==> src/smgf_pkg.sv <==
// Package of the sliding median goal filter: sizes, codes, types and the
// saturating adder. Used by the top, the sorter and the checker; depends on nothing.
package smgf_pkg;

	localparam int WINDOW = 10;
	localparam int ADDR_W = (WINDOW > 1) ? $clog2(WINDOW) : 1;
	localparam int CNT_W = $clog2(WINDOW + 1);
	localparam int RAM_W = 64;

	localparam int S_TUSER_W = 2;
	localparam int S_TDATA_W = 136;
	localparam int M_TUSER_W = 1;
	localparam int M_TDATA_W = 104;
	localparam int M_PAD_W = M_TDATA_W - 97;

	localparam int CFG_IDX_W = 1;
	localparam int CFG_DATA_W = 32;
	localparam logic [CFG_IDX_W-1:0] REG_OFFSET_X = 1'd0;
	localparam logic [CFG_IDX_W-1:0] REG_OFFSET_Y = 1'd1;

	localparam logic signed [31:0] OFFSET_X_RESET = -32'sd58982;
	localparam logic signed [31:0] OFFSET_Y_RESET = 32'sd3277;

	localparam logic [M_TUSER_W-1:0] KIND_GOAL = 1'b0;
	localparam logic [M_TUSER_W-1:0] KIND_REPORT = 1'b1;

	typedef enum logic [1:0] {
		OP_DETECT  = 2'd0,
		OP_COLLECT = 2'd1,
		OP_OTHER   = 2'd2,
		OP_REACHED = 2'd3
	} op_t;

	typedef enum logic [1:0] {
		ST_IDLE,
		ST_SORT,
		ST_EMIT
	} state_t;

	typedef struct packed {
		logic clear;
		logic push;
	} sort_ctl_t;

	function automatic logic signed [31:0] sat_add(input logic signed [31:0] a,
			input logic signed [31:0] b);
		logic [32:0] s;
		s = {a[31], a} + {b[31], b};
		if (s[32] != s[31]) begin
			sat_add = s[32] ? 32'sh8000_0000 : 32'sh7FFF_FFFF;
		end else begin
			sat_add = s[31:0];
		end
	endfunction

endpackage

==> src/sliding_median_goal_filter.sv <==
// Sliding median goal filter, top level. Detections, other actions, ignored reports and
// collects without a goal leave the block idle; a report goes through the emit state, its
// beat registered as the result and then as the output. A collect with a goal reads every
// filled entry before offering its beat, as the one read port of the window RAM feeds the
// insertion sorters one entry a cycle; a stalled output beat holds the next result and the
// input off. Reset is asynchronous, active low; the window RAM needs no clearing pass.
module sliding_median_goal_filter (
	input  logic                                clk,
	input  logic                                arst_n,
	input  logic                                s_axis_tvalid,
	output logic                                s_axis_tready,
	// op
	input  logic [smgf_pkg::S_TUSER_W-1:0]      s_axis_tuser,
	// point_x, point_y, point_z, request_id, reached, zero padding
	input  logic [smgf_pkg::S_TDATA_W-1:0]      s_axis_tdata,
	output logic                                m_axis_tvalid,
	input  logic                                m_axis_tready,
	// kind
	output logic [smgf_pkg::M_TUSER_W-1:0]      m_axis_tuser,
	// goal_x, goal_y, report_id, success, zero padding
	output logic [smgf_pkg::M_TDATA_W-1:0]      m_axis_tdata,
	input  logic                                cfg_we,
	input  logic [smgf_pkg::CFG_IDX_W-1:0]      cfg_index,
	input  logic [smgf_pkg::CFG_DATA_W-1:0]     cfg_wdata
);
	import smgf_pkg::*;

	state_t state_q, state_d;

	logic signed [31:0] off_x_q, off_y_q;
	logic [ADDR_W-1:0] wslot_q;
	logic [CNT_W-1:0] fill_q, rd_idx_q;
	logic last_zero_q, collecting_q, pend_valid_q;
	logic [31:0] pend_id_q;
	logic rvalid_q;

	logic [M_TUSER_W-1:0] res_kind_q;
	logic [M_TDATA_W-1:0] res_data_q;
	logic [M_TUSER_W-1:0] m_tuser_q;
	logic [M_TDATA_W-1:0] m_tdata_q;
	logic m_tvalid_q;

	logic accept;
	op_t in_op;
	logic signed [31:0] in_px, in_py, in_pz;
	logic [31:0] in_rid;
	logic in_reached;
	logic start_sort, start_rep, sort_done, emit_go;

	logic rd_en;
	logic [ADDR_W-1:0] rd_addr;
	logic [RAM_W-1:0] rd_data;
	sort_ctl_t sort_ctl;
	logic [ADDR_W-1:0] med_idx;
	logic signed [31:0] med_x, med_y;
	logic signed [31:0] goal_x, goal_y;

	assign in_op = op_t'(s_axis_tuser);
	assign in_px = s_axis_tdata[31:0];
	assign in_py = s_axis_tdata[63:32];
	assign in_pz = s_axis_tdata[95:64];
	assign in_rid = s_axis_tdata[127:96];
	assign in_reached = s_axis_tdata[128];

	assign accept = s_axis_tvalid && s_axis_tready;
	assign start_sort = accept && (in_op == OP_COLLECT) && (fill_q != '0) && !last_zero_q;
	assign start_rep = accept && (in_op == OP_REACHED) && collecting_q;
	assign sort_done = (state_q == ST_SORT) && !rvalid_q && !(rd_idx_q < fill_q);
	assign emit_go = (state_q == ST_EMIT) && (!m_tvalid_q || m_axis_tready);

	always_comb begin
		state_d = state_q;
		case (state_q)
			ST_IDLE: begin
				if (start_sort) begin
					state_d = ST_SORT;
				end else if (start_rep) begin
					state_d = ST_EMIT;
				end
			end
			ST_SORT: begin
				if (sort_done) begin
					state_d = ST_EMIT;
				end
			end
			ST_EMIT: begin
				if (emit_go) begin
					state_d = ST_IDLE;
				end
			end
			default: state_d = ST_IDLE;
		endcase
	end

	always_comb begin
		s_axis_tready = 1'b0;
		rd_en = 1'b0;
		rd_addr = '0;
		sort_ctl = '0;
		case (state_q)
			ST_IDLE: begin
				s_axis_tready = 1'b1;
				rd_en = start_sort;
				sort_ctl.clear = start_sort;
			end
			ST_SORT: begin
				rd_en = rd_idx_q < fill_q;
				rd_addr = rd_idx_q[ADDR_W-1:0];
				sort_ctl.push = rvalid_q;
			end
			default: begin
			end
		endcase
	end

	always_ff @(posedge clk or negedge arst_n) begin
		if (!arst_n) begin
			state_q <= ST_IDLE;
		end else begin
			state_q <= state_d;
		end
	end

	always_ff @(posedge clk or negedge arst_n) begin
		if (!arst_n) begin
			off_x_q <= OFFSET_X_RESET;
			off_y_q <= OFFSET_Y_RESET;
		end else if (cfg_we) begin
			case (cfg_index)
				REG_OFFSET_X: off_x_q <= cfg_wdata;
				REG_OFFSET_Y: off_y_q <= cfg_wdata;
				default: begin
				end
			endcase
		end
	end

	// Window bookkeeping and the collect and report flags.
	always_ff @(posedge clk or negedge arst_n) begin
		if (!arst_n) begin
			wslot_q <= '0;
			fill_q <= '0;
			last_zero_q <= 1'b1;
			collecting_q <= 1'b0;
			pend_id_q <= '0;
			pend_valid_q <= 1'b0;
		end else if (accept) begin
			case (in_op)
				OP_DETECT: begin
					wslot_q <= (wslot_q == ADDR_W'(WINDOW - 1)) ? '0 : wslot_q + ADDR_W'(1);
					if (fill_q < CNT_W'(WINDOW)) begin
						fill_q <= fill_q + CNT_W'(1);
					end
					last_zero_q <= (in_px == '0) && (in_py == '0) && (in_pz == '0);
				end
				OP_COLLECT: begin
					pend_id_q <= in_rid;
					pend_valid_q <= 1'b1;
					collecting_q <= 1'b1;
				end
				OP_OTHER: begin
					collecting_q <= 1'b0;
				end
				OP_REACHED: begin
					if (in_reached) begin
						collecting_q <= 1'b0;
					end
				end
				default: begin
				end
			endcase
		end
	end

	// Read sequencing: rvalid_q marks a beat of RAM data arriving this cycle.
	always_ff @(posedge clk or negedge arst_n) begin
		if (!arst_n) begin
			rd_idx_q <= '0;
			rvalid_q <= 1'b0;
		end else begin
			rvalid_q <= rd_en;
			if (start_sort) begin
				rd_idx_q <= CNT_W'(1);
			end else if (rd_en) begin
				rd_idx_q <= rd_idx_q + CNT_W'(1);
			end
		end
	end

	smgf_ram #(
		.DEPTH(WINDOW),
		.WIDTH(RAM_W),
		.AW(ADDR_W)
	) u_window (
		.clk(clk),
		.we(accept && (in_op == OP_DETECT)),
		.waddr(wslot_q),
		.wdata({in_py, in_px}),
		.re(rd_en),
		.raddr(rd_addr),
		.rdata(rd_data)
	);

	assign med_idx = ADDR_W'(fill_q >> 1);

	smgf_sorter u_sort_x (
		.clk(clk),
		.arst_n(arst_n),
		.ctl(sort_ctl),
		.din(rd_data[31:0]),
		.sel(med_idx),
		.dout(med_x)
	);

	smgf_sorter u_sort_y (
		.clk(clk),
		.arst_n(arst_n),
		.ctl(sort_ctl),
		.din(rd_data[63:32]),
		.sel(med_idx),
		.dout(med_y)
	);

	assign goal_x = sat_add(med_x, off_x_q);
	assign goal_y = sat_add(med_y, off_y_q);

	always_ff @(posedge clk) begin
		if (sort_done) begin
			res_kind_q <= KIND_GOAL;
			res_data_q <= {{M_PAD_W{1'b0}}, 1'b0, 32'd0, goal_y, goal_x};
		end else if (start_rep) begin
			res_kind_q <= KIND_REPORT;
			res_data_q <= {{M_PAD_W{1'b0}}, in_reached,
				(pend_valid_q ? pend_id_q : 32'd0), 64'd0};
		end
	end

	always_ff @(posedge clk or negedge arst_n) begin
		if (!arst_n) begin
			m_tvalid_q <= 1'b0;
		end else if (emit_go) begin
			m_tvalid_q <= 1'b1;
		end else if (m_axis_tready) begin
			m_tvalid_q <= 1'b0;
		end
	end

	always_ff @(posedge clk) begin
		if (emit_go) begin
			m_tuser_q <= res_kind_q;
			m_tdata_q <= res_data_q;
		end
	end

	assign m_axis_tvalid = m_tvalid_q;
	assign m_axis_tuser = m_tuser_q;
	assign m_axis_tdata = m_tdata_q;

endmodule

==> src/smgf_ram.sv <==
// Simple dual port RAM with one write port and a registered read port.
// Generic; holds the point window of the filter.
module smgf_ram #(
	parameter int DEPTH = 10,
	parameter int WIDTH = 64,
	parameter int AW = 4
) (
	input  logic             clk,
	input  logic             we,
	input  logic [AW-1:0]    waddr,
	input  logic [WIDTH-1:0] wdata,
	input  logic             re,
	input  logic [AW-1:0]    raddr,
	output logic [WIDTH-1:0] rdata
);

	logic [WIDTH-1:0] mem [DEPTH];

	always_ff @(posedge clk) begin
		if (we) begin
			mem[waddr] <= wdata;
		end
	end

	always_ff @(posedge clk) begin
		if (re) begin
			rdata <= mem[raddr];
		end
	end

endmodule

==> src/smgf_sorter.sv <==
// Insertion sorter: takes one value a beat and keeps the values seen since
// the last clear in ascending order. Depends on smgf_pkg.
module smgf_sorter (
	input  logic                      clk,
	input  logic                      arst_n,
	input  smgf_pkg::sort_ctl_t       ctl,
	input  logic signed [31:0]        din,
	input  logic [smgf_pkg::ADDR_W-1:0] sel,
	output logic signed [31:0]        dout
);
	import smgf_pkg::*;

	logic signed [31:0] lanes_q [WINDOW];
	logic signed [31:0] lanes_d [WINDOW];
	logic [WINDOW-1:0] le;
	logic [CNT_W-1:0] cnt_q;

	// The lanes below the count form a sorted prefix, so le is a run of ones
	// followed by zeros: the new value lands at the first zero.
	for (genvar p = 0; p < WINDOW; p++) begin : g_lane
		assign le[p] = (CNT_W'(p) < cnt_q) && (lanes_q[p] <= din);
		if (p == 0) begin : g_first
			assign lanes_d[p] = le[p] ? lanes_q[p] : din;
		end else begin : g_rest
			assign lanes_d[p] = le[p] ? lanes_q[p] :
				(le[p-1] ? din : lanes_q[p-1]);
		end
	end

	always_ff @(posedge clk) begin
		if (ctl.push) begin
			for (int i = 0; i < WINDOW; i++) begin
				lanes_q[i] <= lanes_d[i];
			end
		end
	end

	always_ff @(posedge clk or negedge arst_n) begin
		if (!arst_n) begin
			cnt_q <= '0;
		end else if (ctl.clear) begin
			cnt_q <= '0;
		end else if (ctl.push) begin
			cnt_q <= cnt_q + CNT_W'(1);
		end
	end

	assign dout = lanes_q[sel];

endmodule

==> config.mk <==
export PLATFORM = sky130hd
export DESIGN_NAME = sliding_median_goal_filter
export DESIGN_NICKNAME = d
export VERILOG_FILES = /design/src/smgf_pkg.sv /design/src/sliding_median_goal_filter.sv /design/src/smgf_ram.sv /design/src/smgf_sorter.sv
export SDC_FILE = /design/constraint.sdc
export NUM_CORES = 2
export LEC_CHECK = 0
export ABC_AREA = 1
export BUFFER_PORTS_ARGS = -buffer_cell sky130_fd_sc_hd__clkbuf_2
export CORE_ASPECT_RATIO = 0.9
export CORE_MARGIN = 2
export CORE_UTILIZATION = 30
export DETAILED_ROUTE_END_ITERATION = 7
export PLACE_DENSITY = 0.45
export SETUP_SLACK_MARGIN = 0.15
export SYNTH_ARGS = -nofsm -noshare
export SYNTH_HDL_FRONTEND = slang
export SYNTH_SLANG_ARGS = --single-unit
==> constraint.sdc <==
create_clock -name clk -period 21.1 [get_ports clk]
set_clock_uncertainty 0.2 [all_clocks]
set_input_delay 1.055 -clock clk [delete_from_list [all_inputs] [get_ports clk]]
set_output_delay 1.055 -clock clk [all_outputs]
set_load 0.01 [all_outputs]
==> summary.md <==
| Metric | Value |
|---|---|
| Outcome | finished clean |
| Resized cells post-CTS | 0 |
| Number of top-level pins | 283 |
| Initial Utilization | 0.301 |
| Largest net degree at the start of global routing | 147 |
| Arrival @ worst endpoint | between 6000 and 7000 ps |
| Via density | 5.05 |
| TritonRoute pass-1 iters | 6 |
| Vias after detailed routing | 61,272 |
| CTS H-Tree Depth | 4 |
| Crit path max-delay family | simple AND/OR/NAND/NOR gates |
| Worst-Skew Late Latency | 870 ps |
| HP Class | input port to asynchronous set/reset pin |
| Crit path cell chain | inv_6 -> buf_4 -> o21ai_0 -> nand2_1 -> nand2_1 -> nand3_1 -> ha_1 -> inv_1 -> fa_1 -> inv_1 -> nand2_1 -> nand2_1 -> nand3_1 -> nand2_2 -> nand2_1 -> nand2_2 -> nand2_2 -> nand2_1 -> nand2_1 -> nand2_2 -> nand2_1 -> a21oi_1 -> nor2_1 |
| Buf+Inv Stages, Crit Path | 4 |
| CP Launch Type | flip-flop |
| Final hold vios | 0 |
| Die width | between 500 and 600 um |
| Final Setup Violations | 0 |
| Synthesis Warnings | 0 |
| Placement Cell Area | approximately 0.087 mm^2 |
| Hpwl dp | 176 mm |
| Layout cells sized above 1 | 0.0972 |
| Multi-input gate area | 0.0327 mm^2 |
| Total GRT Usage | 0.182 |
| Slowest-stage cell, CP | buf_4 |
| Sink Count | 1,535 |
| Final ANT Viol Nets | 0 |
| Setup repair after global routing missed its margin | false |
| Leakage power | 37.9 nW |
| Slew HR | 0.150 |
| # fillers | ~27,000 |
| CTS tree | yes |
| Flop and latch count out of synthesis | 1,535 |
| Clock power share | 0.215 |
| Setup crit end kind | flip-flop |
| Layout area overhead | 13.3% |
| FF-to-FF path depth | 23 |
| Worst path most repeated cell | nand2_1 |
| Syn Std Cell Area | 0.0813 mm^2 |
| Overall Power | 14.2 mW |
| CP Max Fanout | just under 80 |
| Detailed Route WL | 259 mm |
| EDFF count, synth | ~1,400 |
| Peak Freq | 0.171 GHz |
| WP depth | 23 |
| Sw power | 6.20 mW |
| Fin area | 0.0921 mm^2 |
| Final Wtd Congestion | 0.890 |
| Rows | 181 |
| Dominant cells by area after synthesis | edfxtp_1 51%, nand2_1 9.8%, ha_1 9.0% |
| Peak VDD IR | 0.0000973 V |
| Slew @ Worst Pin | 1270 ps |
| Synth Instances | ~8,300 |
| Core area | roughly 0.27 mm^2 |
| Synth unique cells | 52 |
| Int Pwr | ~8 mW |
| Post-synth top area share | 0.509 |
| Commonest non-fill, non-tap cell in the layout | nand2_1 |
| Max-slew violation count | 0 |
| Initial antenna violation count | 14 |
| Most frequent cells in the layout | 2,111 x nand2_1, 1,378 x edfxtp_1, 743 x nor2_1 |
| Syn Area/Cell | 9.82 um^2 |
| CTS root buf | clkbuf_16 |
| Clk pin slew, worst setup/hold paths | 70 ps |
| First-pass GRT wire length | 383 mm |
| Net count, final | 9,174 |
| Ys flop type | edfxtp_1 |
| Max cap viols | 0 |
| Synth async-reset ratio | 0.0801 |
| Max incr delay on CP | 790 ps |
| Die Ht | 498 um |
| Worst Setup Path Type | flip-flop to flip-flop |
| Die Area | around 0.28 mm^2 |
| Seq/Total Area, Yosys | 0.556 |
| Clock buffer depth | 4 |
| Area occupied by registers | 0.0452 mm^2 |
| Pwr/cell area | 154 mW/mm^2 |
| Final min period | 5840 ps |
| Port Buf Inserts | 268 |
| Hold_buf cts | 0 |
| Required time worst endpoint | ~21,000 ps |
| Detailed Route Iter0 Violations | between 5,000 and 6,000 |
| TNS Setup | 0 ps |
| Avg WL per Cell | 21.3 um |
| Grt ovf | 0 |
| Drt drc | 0 |
| Vias in the first global route | 58,320 |
| Yosys top cell by area | edfxtp_1 |
| Post-CTS setup buffer count | 0 |
| CTS Buf Count | 178 |
| Sw Share | 0.437 |
| Reg power frac | 0.339 |
| Combinational power share | 0.446 |
| Final worst-path cycle share | 0.277 |
-- flip-flops by register name, indices dropped and copies added (netlist names), 2 cells and up --
signal,cells
pend_id_q,32
u_sort_x.lanes_q,256
u_sort_y.lanes_q,256
wslot_q,4
u_window.mem,640
off_y_q,32
u_window.rdata,64
u_sort_x.cnt_q,4
res_data_q,97
m_axis_tdata,97
u_sort_y.cnt_q,4
rd_idx_q,4
fill_q,4
off_x_q,32
state_q,2
-- layer usage --
layer | GRT usage | share of wire
met1 | 0.282 | 0.50
met2 | 0.257 | 0.40
met3 | 0.0380 | 0.078
met4 | 0.0394 | 0.019
met5 | 0 | 0.00026
-- worst reg2reg max path: cells and delay by family, from the launching register on --
family                     cells  cell delay [ps]
adders and majority gates      2              650
AOI/OAI and AO/OA              2              570
DFF                            1              710
and+or+nand+nor               15             1950
buffers and inverters          4             1430
-- through the flow --
stage	hold WS, ps	std cells	utilization	worst slack [ps]
global placement	206	11798	0.321	15430
finish	83.8	12122	0.341	15260
CTS	58.8	12115	0.341	15250
global route	104	12116	0.341	14720
detailed placement	205	11798	0.321	15340
floorplan	200	8282	-	12830
-- power by group through the flow --
stage | Clock [mW] | Combinational [mW] | Sequential (mW)
after floorplan | 0 | 4.37 | 4.65
after detailed placement | 0 | 6.31 | 4.85
after global placement | 0 | 6.17 | 4.83
final | 3.04 | 6.32 | 4.80
after global routing | 3.24 | 7.14 | 4.86
after CTS | 3.13 | 6.33 | 4.79
-- synth_stat cells, drive strengths merged (34+ instances only) --
cell type / number
edfxtp: 1378
o21ai: 496
nand4: 44
nand2: 2148
o211ai: 69
inv: 473
clkbuf: 296
buf: 161
nand3: 629
dfxtp: 34
o22ai: 126
nor3: 100
mux2i: 128
o221ai: 188
nor2: 759
nor4: 40
ha: 586
dfrtp: 92
a21oi: 373
xor2: 38
-- area by class of cell --
class | instances | share of cell area
Antenna cell | 7 | 0.000190
Clock buffer | 218 | 0.0512
Clock inverter | 99 | 0.00938
Inverter | 477 | 0.0196
Multi-Input combinational cell | 5813 | 0.355
Sequential cell | 1535 | 0.490
Tap cell | 3568 | 0.0485
Timing Repair Buffer | 405 | 0.0262
-- worst paths after layout --
check / startpoint / slack (ps) / endpoint
max: fill_q[1]$_DFFE_PN0P_ / 15260 / res_data_q[57]$_SDFFCE_PN0P_
min: arst_n / 80 / state_q[0]$_DFFE_PN0P_
max reg2reg: fill_q[1]$_DFFE_PN0P_ / 15260 / res_data_q[57]$_SDFFCE_PN0P_
min reg2reg: res_data_q[1]$_SDFFCE_PN0P_ / 200 / m_axis_tdata[1]$_DFFE_PP_
max in group asynchronous: arst_n / 19270 / rd_idx_q[0]$_DFFE_PN0P_
min in group clk: res_data_q[1]$_SDFFCE_PN0P_ / 200 / m_axis_tdata[1]$_DFFE_PP_
-- kinds of logic after synthesis --
family,share of synthesized area
simple gates,0.189
flops,0.556
compound gates,0.0975
buf+inv,0.0471
fa+ha+maj,0.0907
mux,0.0158
xor+xnor,0.00463
other cells,0.0000461
Power figures use the tool's default switching activity.
